===== config.mk =====
export PLATFORM = sky130hd
export DESIGN_NAME = event_slot_mailbox_core
export DESIGN_NICKNAME = d
export VERILOG_FILES = /design/src/design/esm_pkg.sv /design/src/design/esm_ram.sv /design/src/design/esm_ctrl.sv /design/src/design/esm_dpath.sv /design/src/design/event_slot_mailbox_core.sv
export SDC_FILE = /design/constraint.sdc
export NUM_CORES = 2
export LEC_CHECK = 0
export BUFFER_PORTS_ARGS = -buffer_cell sky130_fd_sc_hd__buf_2
export CAP_MARGIN = 20
export CORE_AREA = 2 2 406 408
export DETAILED_ROUTE_END_ITERATION = 8
export DIE_AREA = 0 0 408 410
export PLACE_DENSITY = 0.89
export SYNTH_ARGS = -nofsm -noshare
export SYNTH_HDL_FRONTEND = slang
export SYNTH_HIERARCHICAL = 1
export SYNTH_SLANG_ARGS = --single-unit
export TNS_END_PERCENT = 50

===== constraint.sdc =====
create_clock -name clk -period 30.3 [get_ports clk]
set_input_delay 3.03 -clock clk [delete_from_list [all_inputs] [get_ports clk]]
set_output_delay 3.03 -clock clk [all_outputs]
set_load 0.1 [all_outputs]

===== src/design/esm_pkg.sv =====
// ----------------------------------------------------------------------------
// esm_pkg
// Shared types and constants for the event slot mailbox: request codes,
// slot record layout and the controller-to-datapath command bundle.
// ----------------------------------------------------------------------------
package esm_pkg;

  localparam int SLOTS_DEF = 16;

  localparam int CODE_W  = 32;
  localparam int VALUE_W = 64;
  localparam int ID_W    = 32;
  localparam int COUNT_W = 32;
  localparam int PEND_W  = 5;

  localparam logic REQ_SEND = 1'b0;
  localparam logic REQ_RECV = 1'b1;

  typedef struct packed {
    logic [CODE_W-1:0]  code;
    logic [VALUE_W-1:0] value;
    logic [ID_W-1:0]    process;
    logic [ID_W-1:0]    thread;
  } slot_t;

  localparam int SLOT_W = $bits(slot_t);

  typedef struct packed {
    logic exec_send;
    logic exec_recv;
  } esm_cmd_t;

endpackage


===== src/design/esm_ram.sv =====
// ----------------------------------------------------------------------------
// esm_ram
// Generic single-write, single-read RAM with registered read data.
// ----------------------------------------------------------------------------
module esm_ram #(
  parameter int WIDTH = 8,
  parameter int DEPTH = 16
) (
  input  logic                                     clk,
  input  logic                                     we,
  input  logic [(DEPTH > 1 ? $clog2(DEPTH) : 1)-1:0] waddr,
  input  logic [WIDTH-1:0]                         wdata,
  input  logic                                     re,
  input  logic [(DEPTH > 1 ? $clog2(DEPTH) : 1)-1:0] raddr,
  output logic [WIDTH-1:0]                         rdata
);

  logic [WIDTH-1:0] mem [DEPTH];

  always_ff @(posedge clk) begin
    if (we) begin
      mem[waddr] <= wdata;
    end
    if (re) begin
      rdata <= mem[raddr];
    end
  end

endmodule


===== src/design/esm_ctrl.sv =====
// ----------------------------------------------------------------------------
// esm_ctrl
// Mailbox controller: takes a request beat, issues the send or receive
// command to the datapath and presents the result in the following cycle.
// ----------------------------------------------------------------------------
module esm_ctrl (
  input  logic              clk,
  input  logic              rst,
  input  logic              start,
  input  logic              req_type,
  output logic              busy,
  output logic              done,
  output esm_pkg::esm_cmd_t cmd
);

  typedef enum logic {
    ST_IDLE,
    ST_RESP
  } state_t;

  state_t state;
  logic   take;

  assign take          = start && (state == ST_IDLE);
  assign cmd.exec_send = take && (req_type == esm_pkg::REQ_SEND);
  assign cmd.exec_recv = take && (req_type == esm_pkg::REQ_RECV);
  assign busy          = (state != ST_IDLE);

  always_ff @(posedge clk) begin
    if (rst) begin
      state <= ST_IDLE;
      done  <= 1'b0;
    end else begin
      unique case (state)
        ST_IDLE: begin
          if (take) begin
            state <= ST_RESP;
            done  <= 1'b1;
          end else begin
            done  <= 1'b0;
          end
        end
        ST_RESP: begin
          // result beat is on the ports this cycle
          state <= ST_IDLE;
          done  <= 1'b0;
        end
        default: begin
          state <= ST_IDLE;
          done  <= 1'b0;
        end
      endcase
    end
  end

endmodule


===== src/design/esm_dpath.sv =====
// ----------------------------------------------------------------------------
// esm_dpath
// Mailbox datapath: used marks, lowest-free and lowest-used search, slot
// memory, pending count, wrapping totals and the sticky ready flag.
// ----------------------------------------------------------------------------
module esm_dpath #(
  parameter int SLOTS = esm_pkg::SLOTS_DEF
) (
  input  logic                          clk,
  input  logic                          rst,
  input  esm_pkg::esm_cmd_t             cmd,
  input  logic [esm_pkg::CODE_W-1:0]    event_code,
  input  logic [esm_pkg::VALUE_W-1:0]   event_value,
  input  logic [esm_pkg::ID_W-1:0]      source_process,
  input  logic [esm_pkg::ID_W-1:0]      source_thread,
  output logic                          success,
  output logic [esm_pkg::CODE_W-1:0]    out_code,
  output logic [esm_pkg::VALUE_W-1:0]   out_value,
  output logic [esm_pkg::ID_W-1:0]      out_process,
  output logic [esm_pkg::ID_W-1:0]      out_thread,
  output logic [esm_pkg::PEND_W-1:0]    pending_now,
  output logic [esm_pkg::COUNT_W-1:0]   delivered_count,
  output logic [esm_pkg::COUNT_W-1:0]   received_count,
  output logic                          ready_flag
);

  localparam int IdxW  = (SLOTS > 1) ? $clog2(SLOTS) : 1;
  localparam int PendW = $clog2(SLOTS + 1);

  logic [SLOTS-1:0]                 used;
  logic [PendW-1:0]                 pending;
  logic [esm_pkg::COUNT_W-1:0]      delivered;
  logic [esm_pkg::COUNT_W-1:0]      received;
  logic                             ready;
  logic                             rd_ok;

  logic                             free_found;
  logic [IdxW-1:0]                  free_idx;
  logic                             used_found;
  logic [IdxW-1:0]                  used_idx;
  logic                             store;
  logic                             take;
  esm_pkg::slot_t                   wr_slot;
  esm_pkg::slot_t                   rd_slot;
  logic [PendW+esm_pkg::PEND_W-1:0] pend_wide;

  // lowest free and lowest used slot
  always_comb begin
    free_found = 1'b0;
    free_idx   = '0;
    used_found = 1'b0;
    used_idx   = '0;
    for (int i = SLOTS - 1; i >= 0; i--) begin
      if (!used[i]) begin
        free_found = 1'b1;
        free_idx   = IdxW'(i);
      end
      if (used[i]) begin
        used_found = 1'b1;
        used_idx   = IdxW'(i);
      end
    end
  end

  assign store = cmd.exec_send && (event_code != '0) && free_found;
  assign take  = cmd.exec_recv && used_found;

  assign wr_slot.code    = event_code;
  assign wr_slot.value   = event_value;
  assign wr_slot.process = source_process;
  assign wr_slot.thread  = source_thread;

  esm_ram #(
    .WIDTH (esm_pkg::SLOT_W),
    .DEPTH (SLOTS)
  ) u_slot_ram (
    .clk   (clk),
    .we    (store),
    .waddr (free_idx),
    .wdata (wr_slot),
    .re    (take),
    .raddr (used_idx),
    .rdata (rd_slot)
  );

  always_ff @(posedge clk) begin
    if (rst) begin
      used      <= '0;
      pending   <= '0;
      delivered <= '0;
      received  <= '0;
      ready     <= 1'b0;
      success   <= 1'b0;
      rd_ok     <= 1'b0;
    end else if (cmd.exec_send) begin
      rd_ok   <= 1'b0;
      success <= store;
      // a nonzero code raises the flag even when every slot is taken
      if (event_code != '0) begin
        ready <= 1'b1;
      end
      if (store) begin
        used[free_idx] <= 1'b1;
        pending        <= pending + 1'b1;
        delivered      <= delivered + 1'b1;
      end
    end else if (cmd.exec_recv) begin
      rd_ok   <= take;
      success <= take;
      if (take) begin
        used[used_idx] <= 1'b0;
        pending        <= pending - 1'b1;
        received       <= received + 1'b1;
      end
    end
  end

  assign pend_wide       = {{esm_pkg::PEND_W{1'b0}}, pending};
  assign pending_now     = pend_wide[esm_pkg::PEND_W-1:0];
  assign delivered_count = delivered;
  assign received_count  = received;
  assign ready_flag      = ready;

  // sends and empty receives report a zero event
  assign out_code    = rd_ok ? rd_slot.code    : '0;
  assign out_value   = rd_ok ? rd_slot.value   : '0;
  assign out_process = rd_ok ? rd_slot.process : '0;
  assign out_thread  = rd_ok ? rd_slot.thread  : '0;

endmodule


===== src/design/event_slot_mailbox_core.sv =====
// ----------------------------------------------------------------------------
// event_slot_mailbox_core
// Fixed-slot event mailbox: sends fill the lowest free slot, receives drain
// the lowest used slot.
// ----------------------------------------------------------------------------
// A request is taken on a clock edge where start is high and busy is low.
// Each request returns exactly one result beat, marked by done for a single
// cycle, in the cycle right after the request was taken; the result cannot
// be held off, so capture it when done is high. The slot search and memory
// access happen in the accept cycle, and the slot memory's registered read
// delivers the result beat, during which busy is high, so no new request is
// taken until it is out. Status outputs keep their values between beats.
// ----------------------------------------------------------------------------
module event_slot_mailbox_core #(
  parameter int SLOTS = esm_pkg::SLOTS_DEF
) (
  input  logic                          clk,
  input  logic                          rst,
  input  logic                          start,
  output logic                          busy,
  input  logic                          req_type,
  input  logic [esm_pkg::CODE_W-1:0]    event_code,
  input  logic [esm_pkg::VALUE_W-1:0]   event_value,
  input  logic [esm_pkg::ID_W-1:0]      source_process,
  input  logic [esm_pkg::ID_W-1:0]      source_thread,
  output logic                          done,
  output logic                          success,
  output logic [esm_pkg::CODE_W-1:0]    out_code,
  output logic [esm_pkg::VALUE_W-1:0]   out_value,
  output logic [esm_pkg::ID_W-1:0]      out_process,
  output logic [esm_pkg::ID_W-1:0]      out_thread,
  output logic [esm_pkg::PEND_W-1:0]    pending_now,
  output logic [esm_pkg::COUNT_W-1:0]   delivered_count,
  output logic [esm_pkg::COUNT_W-1:0]   received_count,
  output logic                          ready_flag
);

  esm_pkg::esm_cmd_t cmd;

  esm_ctrl u_ctrl (
    .clk      (clk),
    .rst      (rst),
    .start    (start),
    .req_type (req_type),
    .busy     (busy),
    .done     (done),
    .cmd      (cmd)
  );

  esm_dpath #(
    .SLOTS (SLOTS)
  ) u_dpath (
    .clk             (clk),
    .rst             (rst),
    .cmd             (cmd),
    .event_code      (event_code),
    .event_value     (event_value),
    .source_process  (source_process),
    .source_thread   (source_thread),
    .success         (success),
    .out_code        (out_code),
    .out_value       (out_value),
    .out_process     (out_process),
    .out_thread      (out_thread),
    .pending_now     (pending_now),
    .delivered_count (delivered_count),
    .received_count  (received_count),
    .ready_flag      (ready_flag)
  );

endmodule


; ---- After elaboration in Yosys (flattened, before gate mapping)
; Memory sizes are Yosys's and may differ from the RTL's. A register that Yosys moved wholly into a read port is not among the register bits.
; Index checks and enable logic that the tools add are counted.
[word_totals]
regBits = 89
ram_bits = 2560
input_bits = 164
elab_cells = 126
n_memories = 1
[mem_list]
columns = memory, words, word_bits, read_ports, rd_ports_with_merged_regs, write_ports, line_no
row1 = u_dpath.u_slot_ram.mem, 16, 160, 1, 1, 1, esm_ram.sv:18  ; logic [WIDTH-1:0] mem [DEPTH];
[op_classes]
addsub = 4
order_cmp = 4
eq_ne = 1
n_mux = 86
bitwise = 6
reduce_logical = 16
[op_table]
columns = cell, n
row1 = 2-to-1 mux 4 bit, 32
row2 = 2-to-1 mux 32 bit, 3
row3 = "adder 32 x 1 -> 32 bit, second input constant", 2
row4 = 2-to-1 mux 16 bit, 4
row5 = 2-to-1 mux 64 bit, 1
row6 = 2-to-1 mux 1 bit, 39
row7 = nonzero test 32 bit, 1
row8 = 2-to-1 mux 5 bit, 4
row9 = AND 16 bit, 1
row10 = inverter 16 bit, 1
row11 = OR 16 bit, 1
row12 = "less-than comparator 4 x 5 -> 1 bit, second input constant", 2
row13 = demux 1 bit (select 4 bit), 2
row14 = "greater-or-equal comparator 4 x 1 -> 1 bit, second input constant", 2
row15 = logical AND 1 bit, 8
row16 = AND reduction 3 bit, 2
row17 = "adder 5 x 1 -> 5 bit, second input constant", 1
row18 = "subtractor 5 x 1 -> 5 bit, second input constant", 1
row19 = AND reduction 2 bit, 2
row20 = nonzero test 2 bit, 2
row21 = inverter 1 bit, 3
row22 = "inequality test 2 bit, second input constant", 1
row23 = case mux 1 bit (2 select lines), 1
row24 = OR reduction 2 bit, 1

; ---- Logic depth before layout (Yosys ltp)
[logic_depth]
ltp_word = 25
mapped_depth = 13
depth_no_buf = 9

; ---- Cells and area by module
; The synthesis kept the hierarchy.
[modules_own_cells]
columns = module, n_inst, cells_each, area_each_um2, seq_area_each_um2
row1 = esm_ram, 1, 4191, 100901.8, 81678.3
row2 = esm_dpath, 1, 734, 5784.3, 1761.7
row3 = esm_ctrl, 1, 5, 51.3, 20.0

; ---- Least setup slack after synthesis
; Ideal clock, no wire load.
[synth_timing]
path_kind = input to register
from = input port start
to = memory u_dpath/u_slot_ram/mem[0][0] in the netlist's numbering, enable pin
setup_ns = 0.875
arrival_ns = 15.231
required_time_ns = 29.425
setup_slack_ns = 14.194
path_stages = 5
cell_sequence = nor3b_1 o211ai_4 inv_6 or3b_2 nor3_1
[synth_between]
elab_chain_cells = 6
[synth_rtl]
columns = element, line_no
row1 = "start, declared", event_slot_mailbox_core.sv:19  ; input logic start,
row2 = logical AND 1 bit, esm_ctrl.sv:24  ; assign take = start && (state == ST_IDLE);
row3 = logical AND 1 bit, esm_ctrl.sv:25  ; assign cmd.exec_send = take && (req_type == esm_pkg::REQ_SEND);
row4 = logical AND 1 bit (2 in a row), esm_dpath.sv:65  ; assign store = cmd.exec_send && (event_code != '0) && free_found;
row5 = net u_dpath.store, esm_dpath.sv:41  ; logic store;
row6 = 2-to-1 mux 1 bit, esm_ram.sv:21  ; if (we) begin
row7 = 2-to-1 mux 1 bit (implied by the code), esm_ram.sv:22  ; mem[waddr] <= wdata;
row8 = "end, declared", esm_ram.sv:18
; The timed path passes the listed nets, and every way through them passes these cells.

; ---- Worst setup path after layout
[layout_timing]
from = input port event_code[7] in the netlist's numbering
to = memory u_dpath/u_slot_ram/mem[8][76] in the netlist's numbering, enable pin
[layout_between]
elab_chain_cells = 5
[layout_rtl]
columns = element, line_no
row1 = "start, declared", event_slot_mailbox_core.sv:22  ; input logic [esm_pkg::CODE_W-1:0] event_code,
row2 = nonzero test 32 bit, esm_dpath.sv:65
row3 = logical AND 1 bit (2 in a row), esm_dpath.sv:65
row4 = net u_dpath.store, esm_dpath.sv:41
row5 = 2-to-1 mux 1 bit, esm_ram.sv:21
row6 = 2-to-1 mux 1 bit (implied by the code), esm_ram.sv:22
; The timed path passes the listed nets, and every way through them passes these cells.

==> metrics <==
status finished, final reports clean; Finish-stage setup viols 0; Yosys cell types 65; dpl hpwl 148.3 mm; Max stage delay on crit path 0.84 ns; clock skew 0.07140 ns; Pleak 37.66 nW; clock root buffer clkbuf_16; num ports 397; ys async rst share 0; Fillers 7997; wire length of the first global-routing pass 445.9 mm; critical path arrival 8.25 ns; Final Max Tran Viols 0; Yosys warning total 6; PwrDens 66.65 mW/mm^2; Peak VDD IR 0.00007939 V; router iterations before antenna repair 7; Port Buffers 396; Final Hold Viols 0; Crit Reg-Reg Endpoint u_dpath/u_slot_ram/rdata[158]; R2R Path Start u_dpath/used[7]; hold crit path type flop to flop; Worst Setup Start Kind input pin; Total GRT Usage 0.3788; largest net degree at the start of global routing 172; chip width 408 um; antenna violations before repair 72; maximum achievable frequency 130.0 MHz; syn nets 5100; critical path startpoint event_code[7]; largest cells by area after synthesis edfxtp_1, mux4_2, a22oi_1; leading cell type in the layout, fill and taps excluded edfxtp_1; maximum clock path buffer count 4; Rel. slew slack 0.03555; share of cells above drive strength 1 0.2842; Mapped Cells 4930; Setup crit end kind flop; Synth top area share 0.7652; number of global-route vias before repair 59079; sequential share of the synthesized area 0.7819; final critical-path share of the clock period 0.2538; Die Area 0.1673 mm^2; Wirelength per Cell 42.14 um; Post-synth EDFFs 2720; core area 0.1635 mm^2; Antenna Nets Post-Route 0; Final #Nets 5600; ys flop type edfxtp_1; Syn-to-layout area delta 12.43%; WL final 331.1 mm; routability cong. 0.8345; Post-Route Setup TNS 0 ns; CP required 30.86 ns; Post-route DRC 0; grt ovf 0; CTS buffer count 282; worst slew pin tran 1.447 ns; Hold Buf Count CTS 0; post-CTS setup buffer count 0; post_cts resized 0; htree depth 5; Die Height 410 um; crit-path cells buf_2, nor4_1, nand4_1, o211ai_4, inv_6, nand3b_1, nor3_2, buf_4, buf_16, buf_4, buf_4; most frequent cells in the layout edfxtp_1, mux4_2, buf_2; worst r2r path cells 11; Max Cap Viol 0; initial DRC count 12207; total power 7.998 mW; CP max FO 51; latest clock arrival within the worst-skew pair 0.98 ns; Setup WS pre-CTS 22.10 ns; clock sink count 2809; Post-Syn Area per Cell 21.65 um^2; unrepaired setup endpoints after global routing false; Crit Path Class input pin to flop; CP most frequent cell buf_4; register clock-pin slew on the reported worst setup and hold paths 0.06 ns; area leader, netlist edfxtp_1; DR vias/cell 7.631; Worst R2R Setup Slack 23.82 ns; Worst Setup EP u_dpath/u_slot_ram/mem[8][76]; Initial Util 0.6528; register bit count reported by yosys 2809; Post-Syn Area 0.1067 mm^2; CTS tree built; row cnt 149; Worst path slowest cell buf_4; final worst slack 22.61 ns; crit path time final 7.690 ns; vias 59962
## synth_stat cells, types with 5 or more instances
| cell | n |
|---|---|
| xor2_1 | 21 |
| buf_1 | 9 |
| and4_1 | 7 |
| xnor2_1 | 39 |
| nand4_1 | 19 |
| mux2i_1 | 39 |
| nand2b_1 | 24 |
| inv_1 | 18 |
| o21ai_0 | 32 |
| a211oi_1 | 12 |
| a221oi_1 | 17 |
| o21ai_1 | 5 |
| a22oi_1 | 267 |
| mux2_2 | 81 |
| nor2_1 | 106 |
| buf_6 | 7 |
| nor4_2 | 6 |
| nor3_1 | 24 |
| o22a_1 | 10 |
| mux4_2 | 595 |
| buf_2 | 111 |
| nor2b_1 | 37 |
| a31oi_1 | 6 |
| clkbuf_1 | 113 |
| or3_1 | 8 |
| nor4_1 | 16 |
| and3_1 | 10 |
| nand3_1 | 25 |
| ha_1 | 5 |
| a21oi_1 | 26 |
| dfxtp_1 | 89 |
| and2_1 | 169 |
| o221ai_1 | 29 |
| edfxtp_1 | 2720 |
| buf_4 | 31 |
| nand2_1 | 151 |
## worst min-delay path by stage
| stage | start | end | slack, ns | cells past startpoint |
|---|---|---|---|---|
| 2_1_floorplan | u_dpath/used[15] | u_dpath/used[15] | 0.54 | 2 |
| 3_3_place_gp | u_dpath/success | u_dpath/success | 0.45 | 2 |
| 3_5_place_dp | u_dpath/success | u_dpath/success | 0.46 | 2 |
| 4_1_cts | u_dpath/success | u_dpath/success | 0.47 | 2 |
| 5_1_grt | u_dpath/success | u_dpath/success | 0.51 | 2 |
| 6_report | u_dpath/success | u_dpath/success | 0.47 | 2 |
## power breakdown
group | switching [mW] | internal [mW]
Sequential | 0.0111 | 4.27
Combinational | 0.186 | 0.0600
Clock | 1.57 | 1.90
## per-layer routing
| metal | vias to the layer above | global-route usage | part of all wire |
|---|---|---|---|
| li1 | 21545 | - | - |
| met1 | 29580 | 0.4892 | 0.30 |
| met2 | 7239 | 0.5989 | 0.48 |
| met3 | 1546 | 0.09529 | 0.15 |
| met4 | 52 | 0.2111 | 0.073 |
| met5 | - | 0 | 0.0010 |
## stage by stage
| step | util | cell area (um^2) | hold slack (ns) | instances |
|---|---|---|---|---|
| final | 0.7340 | 120000 | 0.4657 | 7858 |
| after CTS | 0.7321 | 119700 | 0.4665 | 7812 |
| after global routing | 0.7339 | 120000 | 0.5066 | 7851 |
| after global placement | 0.6794 | 111100 | 0.4534 | 7325 |
| after detailed placement | 0.6794 | 111100 | 0.4581 | 7325 |
| after floorplan | - | 106700 | 0.5350 | 4930 |
## layout make-up
class                      count  area (um^2)  area share
multi-input combinational   1830        22050      0.1838
sequential                  2809        83460      0.6955
tap                         2189         2739     0.02282
clock inverter               142         1122    0.009352
timing repair buffer         488         2959     0.02466
clock buffer                 345         7495     0.06245
inverter                      19        83.83   0.0006986
antenna                       36        90.09   0.0007507
## kinds of logic after synthesis
kind of cell | Yosys count | synth area share
flip-flops | 2809 | 0.7819
multiplexers | 715 | 0.1377
AND/OR/NAND/NOR | 624 | 0.03177
AO/OA/AOI/OAI | 425 | 0.02969
buffers and inverters | 291 | 0.01318
XOR/XNOR | 60 | 0.004923
adder cells (fa/ha/maj) | 6 | 0.0007737
## critical path: cells and delay by family
family / cells / cell delay, ns
compound gates: 1 / 0.19
buf+inv: 6 / 2.99
simple gates: 4 / 1.85
## state kept, by name, summed over array words and instances, names as in the netlist
| signal | flops |
|---|---|
| u_dpath/delivered_count | 32 |
| u_dpath/u_slot_ram/mem | 2560 |
| u_dpath/rd_ok | 1 |
| u_dpath/ready_flag | 1 |
| u_dpath/u_slot_ram/rdata | 160 |
| u_dpath/used | 16 |
| u_dpath/pending_now | 5 |
| u_dpath/success | 1 |
| u_ctrl/busy | 1 |
| u_dpath/received_count | 32 |
Power figures use the tool's default switching activity.
